<file path="src/hdl/cdisp_pkg.sv">
// ----------------------------------------------------------------------------
// cdisp_pkg: shared types and constants of the card dispenser controller
// Item payloads, controller state record and register reset value.
// ----------------------------------------------------------------------------
package cdisp_pkg;

  // Reset value of the jam timeout register, in ticks
  localparam logic [15:0] TIMEOUT_RESET = 16'd2000;

  // One input item: the three signals sampled on one tick
  typedef struct packed {
    logic game_over_active;
    logic clear_request_active;
    logic card_sensor_active;
  } cdisp_in_t;

  // One result item: output drives after the tick
  typedef struct packed {
    logic motor_run;
    logic alert_on;
    logic jam_error;
    logic card_pending;
  } cdisp_out_t;

  // Controller state apart from the sample histories
  typedef struct packed {
    logic        pending;
    logic [15:0] ticks;
    logic        error;
    logic        motor;
    logic        alert;
  } cdisp_state_t;

endpackage

</file>
<file path="src/hdl/card_dispenser_controller.sv">
// ----------------------------------------------------------------------------
// card_dispenser_controller: tick-driven card dispenser control
// Path: an accepted item passes through the input register, then the result
//   register. Throughput: one item per cycle, held back only when both
//   registers are full and out_ready is low.
// Reset: synchronous, active low; clears histories and state, sets the
//   timeout register to 2000 ticks.
// ----------------------------------------------------------------------------
module card_dispenser_controller #(
  parameter int HISTORY_BITS = 8
) (
  input  logic                  clk,
  input  logic                  rst_n,
  input  logic                  in_valid,
  output logic                  in_ready,
  input  cdisp_pkg::cdisp_in_t  in_data,
  output logic                  out_valid,
  input  logic                  out_ready,
  output cdisp_pkg::cdisp_out_t out_data,
  input  logic                  cfg_we,
  input  logic [15:0]           cfg_wdata
);

  cdisp_pkg::cdisp_in_t    in_r;
  logic                    s1_valid_r;
  logic                    out_valid_r;
  cdisp_pkg::cdisp_out_t   out_data_r;
  logic [15:0]             timeout_r;
  logic [HISTORY_BITS-1:0] go_hist_r;
  logic [HISTORY_BITS-1:0] clr_hist_r;
  logic [HISTORY_BITS-1:0] sens_hist_r;
  cdisp_pkg::cdisp_state_t state_r;
  logic [HISTORY_BITS-1:0] go_hist_nxt;
  logic [HISTORY_BITS-1:0] clr_hist_nxt;
  logic [HISTORY_BITS-1:0] sens_hist_nxt;
  cdisp_pkg::cdisp_state_t state_nxt;
  logic                    out_free;
  logic                    s1_adv;

  // Pipeline flow control
  assign out_free  = !out_valid_r || out_ready;
  assign s1_adv    = s1_valid_r && out_free;
  assign in_ready  = !s1_valid_r || out_free;
  assign out_valid = out_valid_r;
  assign out_data  = out_data_r;

  // Timeout register
  always_ff @(posedge clk) begin
    if (!rst_n) begin
      timeout_r <= cdisp_pkg::TIMEOUT_RESET;
    end else if (cfg_we) begin
      timeout_r <= cfg_wdata;
    end
  end

  // Input register: capture the item
  always_ff @(posedge clk) begin
    if (!rst_n) begin
      s1_valid_r <= 1'b0;
    end else if (in_ready) begin
      s1_valid_r <= in_valid;
    end
  end

  always_ff @(posedge clk) begin
    if (in_valid && in_ready) begin
      in_r <= in_data;
    end
  end

  cdisp_step #(
    .HIST_BITS (HISTORY_BITS)
  ) u_step (
    .sample        (in_r),
    .go_hist       (go_hist_r),
    .clr_hist      (clr_hist_r),
    .sens_hist     (sens_hist_r),
    .state         (state_r),
    .limit         (timeout_r),
    .go_hist_nxt   (go_hist_nxt),
    .clr_hist_nxt  (clr_hist_nxt),
    .sens_hist_nxt (sens_hist_nxt),
    .state_nxt     (state_nxt)
  );

  // Commit state and result when the item leaves the input register
  always_ff @(posedge clk) begin
    if (!rst_n) begin
      go_hist_r   <= '0;
      clr_hist_r  <= '0;
      sens_hist_r <= '0;
      state_r     <= '0;
      out_valid_r <= 1'b0;
    end else begin
      if (s1_adv) begin
        go_hist_r   <= go_hist_nxt;
        clr_hist_r  <= clr_hist_nxt;
        sens_hist_r <= sens_hist_nxt;
        state_r     <= state_nxt;
      end
      if (out_free) begin
        out_valid_r <= s1_valid_r;
      end
    end
  end

  // Result register: hold until taken
  always_ff @(posedge clk) begin
    if (s1_adv) begin
      out_data_r.motor_run    <= state_nxt.motor;
      out_data_r.alert_on     <= state_nxt.alert;
      out_data_r.jam_error    <= state_nxt.error;
      out_data_r.card_pending <= state_nxt.pending;
    end
  end

endmodule

</file>
<file path="src/hdl/cdisp_step.sv">
// ----------------------------------------------------------------------------
// cdisp_step: next-state logic for one tick
// Shifts the sample histories, detects edge events and updates the dispense
// and jam error state.
// ----------------------------------------------------------------------------
module cdisp_step #(
  parameter int HIST_BITS = 8
) (
  input  cdisp_pkg::cdisp_in_t    sample,
  input  logic [HIST_BITS-1:0]    go_hist,
  input  logic [HIST_BITS-1:0]    clr_hist,
  input  logic [HIST_BITS-1:0]    sens_hist,
  input  cdisp_pkg::cdisp_state_t state,
  input  logic [15:0]             limit,
  output logic [HIST_BITS-1:0]    go_hist_nxt,
  output logic [HIST_BITS-1:0]    clr_hist_nxt,
  output logic [HIST_BITS-1:0]    sens_hist_nxt,
  output cdisp_pkg::cdisp_state_t state_nxt
);

  // Event pattern: newest half of samples active (0), older ones inactive (1)
  localparam int LOW_BITS = HIST_BITS / 2;
  localparam logic [HIST_BITS-1:0] EVENT_PAT =
    {{(HIST_BITS - LOW_BITS){1'b1}}, {LOW_BITS{1'b0}}};

  logic [HIST_BITS-1:0] clr_once;
  logic [HIST_BITS-1:0] clr_twice;
  logic [HIST_BITS-1:0] sens_shift;
  logic [15:0]          ticks_inc;
  logic                 go_event;
  logic                 clr_event;
  logic                 sens_event;
  logic                 error_mid;
  logic                 alert_mid;
  logic                 pending_mid;
  logic                 dispensing;
  logic [15:0]          ticks_mid;

  // Shift samples in; a history bit of 1 marks an inactive sample
  assign go_hist_nxt = {go_hist[HIST_BITS-2:0], ~sample.game_over_active};
  assign clr_once    = {clr_hist[HIST_BITS-2:0], ~sample.clear_request_active};
  assign clr_twice   = {clr_once[HIST_BITS-2:0], ~sample.clear_request_active};
  assign sens_shift  = {sens_hist[HIST_BITS-2:0], ~sample.card_sensor_active};

  assign go_event   = (go_hist_nxt == EVENT_PAT);
  assign clr_event  = state.error && (clr_twice == EVENT_PAT);
  assign sens_event = (sens_shift == EVENT_PAT);

  // Second clear shift only while in error
  assign clr_hist_nxt = state.error ? clr_twice : clr_once;

  // Clear event drops the error before the dispense step
  assign error_mid   = state.error && !clr_event;
  assign alert_mid   = state.alert && !clr_event;
  assign pending_mid = state.pending || go_event;
  assign dispensing  = !error_mid && pending_mid;

  assign ticks_inc = state.ticks + 16'd1;
  assign ticks_mid = sens_event ? 16'd0 : ticks_inc;

  // Sensor history advances only on dispensing ticks
  assign sens_hist_nxt = dispensing ? sens_shift : sens_hist;

  // Dispense step, sensor stop, then jam timeout check
  always_comb begin
    state_nxt.pending = pending_mid;
    state_nxt.ticks   = state.ticks;
    state_nxt.error   = error_mid;
    state_nxt.motor   = state.motor;
    state_nxt.alert   = alert_mid;
    if (dispensing) begin
      state_nxt.ticks = ticks_mid;
      state_nxt.motor = !sens_event;
      if (sens_event) begin
        state_nxt.pending = 1'b0;
      end
      if (ticks_mid >= limit) begin
        state_nxt.motor = 1'b0;
        state_nxt.alert = 1'b1;
        state_nxt.ticks = 16'd0;
        state_nxt.error = 1'b1;
      end
    end
  end

endmodule

</file>
<file path="config.mk">
export PLATFORM = sky130hd
export DESIGN_NAME = card_dispenser_controller
export DESIGN_NICKNAME = d
export VERILOG_FILES = /design/src/hdl/cdisp_pkg.sv /design/src/hdl/card_dispenser_controller.sv /design/src/hdl/cdisp_step.sv
export SDC_FILE = /design/constraint.sdc
export NUM_CORES = 1
export LEC_CHECK = 0
export BUFFER_PORTS_ARGS = -buffer_cell sky130_fd_sc_hd__buf_4
export CORE_ASPECT_RATIO = 0.75
export CORE_MARGIN = 2
export CORE_UTILIZATION = 50
export DETAILED_ROUTE_END_ITERATION = 10
export PLACE_DENSITY = 0.68
export SLEW_MARGIN = 20
export SYNTH_ARGS = -nofsm -noshare
export SYNTH_HDL_FRONTEND = slang
export SYNTH_HIERARCHICAL = 1
export SYNTH_SLANG_ARGS = --single-unit
</file>
<file path="constraint.sdc">
create_clock -name clk -period 4.5 [get_ports clk]
set_input_delay 0.9 -clock clk [delete_from_list [all_inputs] [get_ports clk]]
set_output_delay 0.9 -clock clk [all_outputs]
set_load 0.02 [all_outputs]
</file>
==> results.cfg <==
[floorplan]
start_util_pct = 52.39
die_h_um = 80.43
row_count = 27
core_area_sq_mm = 0.007432
die-area_sq_mm = 0.008517
chipWidth_um = 105.9
io_pins = 30

[critical_path]
rr_startpoint = state_r[5]
arrival_ns = 4.09
crit_path_end_kind = register
critPathLaunchType = register
critPathMaxFanout = 10
reg2regPathDepth = 14
rr_endpoint = state_r[0]
cp.required_ns = 4.79
path_class = register to register
ff2ff_setup_slack_ns = 0.70
startpoint = state_r[5]
cp-endpoint = state_r[0]

[hold_path]
hold_path_class = register to register

[power]
powerDensity_mw_per_mm2 = 298.9
p_seq_share_pct = 47.8
switchingPower_uw = 307.8
total_power_uw = 1268
swShare_pct = 24.27
irDropWorstVdd_uv = 304.5
p_int_uw = 960.6
p_clk_share_pct = 44.8
leakage_uw = 0.001794
combinationalPowerShare_pct = 7.4

[route]
wirelength_um = 7368
drc = 0
via_per_inst = 5.196
wl_per_cell_um = 12.88
drt.antenna.violating_nets = 0
dr.pass1.iters = 4
num_vias = 2972
drt_iter0_drc = 112

[global_routing]
grt_use_met2_pct = 27.81
antenna_found_initial = 0
use_met3_pct = 5.844
grt_pass1_vias = 2679
grt-busiest-layer = met2
grt_first_pass_wirelength_um = 12770
gr-usage-met1_pct = 26.71
grt.total_usage_pct = 19.07
grt_max_degree = 99
gr-total-overflow = 0

[finish]
final_layout_size_suffix_gt1_share_pct = 13.59
final_area_sq_mm = 0.004244
syn_to_final_growth_pct = 8.997
antenna_cells = 0
nets = 507

[timing]
relSlewSlack_pct = 35.59
tightest_slew_ns = 0.9641
period_minus_slack_ns = 3.803
rsz0062_at_grt = false
drv_slew = 0
setup_viol = 0
finalHoldViolCount = 0
max_freq_mhz = 262.9
fin_crit_sh_pct = 84.52
tns_ns = 0
skew_ns = 0.01135

[clocking]
cts_tree = done
root_buffer = clkbuf_8
clk_latency_ns = 0.36
cts_sinks = 65
clkSlewWorstSetupHoldPaths_ns = 0.08
clockBufferDepth = 2
cts_setup_buffers = 0
h-tree-depth = 3
cts_resized = 0
holdBufCountCts = 0
cts_buffers = 9

[synthesis]
syn_inst = 455
synth_warnings = 6
synth_nets = 496
syn_area_per_cell_sq_um = 8.558
syn_area_sq_mm = 0.003894

[placement]
place_congestion = 0.8363
portBuffers = 29
dp_hpwl_um = 4979
dpl_cell_area_sq_mm = 0.004018

[job]
cap_viol_max_count = 0

[status]
run_status = finished clean
-- metrics by stage --
stage | cells | setup slack (ns) | hold slack, ns | utilization, %
3_5_place_dp | 556 | 0.7839 | 0.4549 | 54.06
2_1_floorplan | 455 | 0.8925 | 0.4293 | -
5_1_grt | 572 | 0.4125 | 0.4886 | 57.10
4_1_cts | 572 | 0.7271 | 0.4656 | 57.10
6_report | 572 | 0.6965 | 0.4608 | 57.10
3_3_place_gp | 556 | 0.8181 | 0.4380 | 54.06
-- area by class of cell --
| class | count | area [sq um] |
|---|---|---|
| inverters | 21 | 78.83 |
| clock buffers | 9 | 123.9 |
| repair buffers | 32 | 240.2 |
| clock inverters | 7 | 102.6 |
| well taps | 101 | 126.4 |
| multi-input cells | 337 | 2201 |
| fillers | 686 | 3188 |
| flip-flops and latches | 65 | 1371 |
-- sequential cells by signal, indices dropped and copies added, names as in the netlist --
register     count
state_r         20
timeout_r       16
go_hist_r        7
sens_hist_r      7
clr_hist_r       6
out_data         4
in_r             3
out_valid        1
s1_valid_r       1
-- worst min-delay path by stage --
| stage | cells past startpoint | end | slack (ns) | from |
|---|---|---|---|---|
| floorplan | 2 | state_r[19] | 0.43 | state_r[19] |
| global placement | 2 | state_r[19] | 0.44 | state_r[19] |
| detailed placement | 2 | state_r[1] | 0.45 | state_r[1] |
| CTS | 2 | state_r[1] | 0.47 | state_r[1] |
| global route | 2 | state_r[1] | 0.49 | state_r[1] |
| finish | 2 | state_r[1] | 0.46 | state_r[1] |
-- worst max-delay path, cell delays in order (launching register included) --
cell,delay [ns]
dfxtp_1,0.45
nand3_1,0.24
nor2_1,0.44
nand4_1,0.23
xor2_1,0.19
nor2_1,0.06
ha_1,0.32
nand4_1,0.13
or3_1,0.38
or4_4,0.45
nand3_2,0.24
nand3b_1,0.12
a31oi_1,0.23
nand2_1,0.08
mux2i_1,0.18
-- layer usage --
metal,part of all wire (%),wire (um),vias up
li1,-,-,1545
met1,52,3800,1365
met2,42,3104,50
met3,4.5,330,12
met4,1.8,131,0
met5,0,0,-
-- power by group through the flow --
stage	logic (uW)	clock network (uW)	registers (uW)
finish	94.2	568	606
CTS	95.2	586	606
detailed placement	94.6	0	620
global placement	93.1	0	619
floorplan	76.2	0	620
global route	105	608	608
-- placed cells by master, fill, tap and decap left out, types with 3 or more instances in the layout --
cell and instances:
dfxtp_1 58, o41ai_1 7, inv_1 21, ha_1 17, xor2_1 8, nor2b_1 14
nand4_1 8, and2_1 3, a21oi_1 7, nor2_1 29, mux2i_1 56, edfxtp_1 7
buf_4 32, nand2_1 126, clkbuf_8 9, xnor2_1 6, o21ai_0 7, a22o_1 6
mux2_2 6, nand3_1 5
Note: power is estimated with default switching activity, not from simulation.
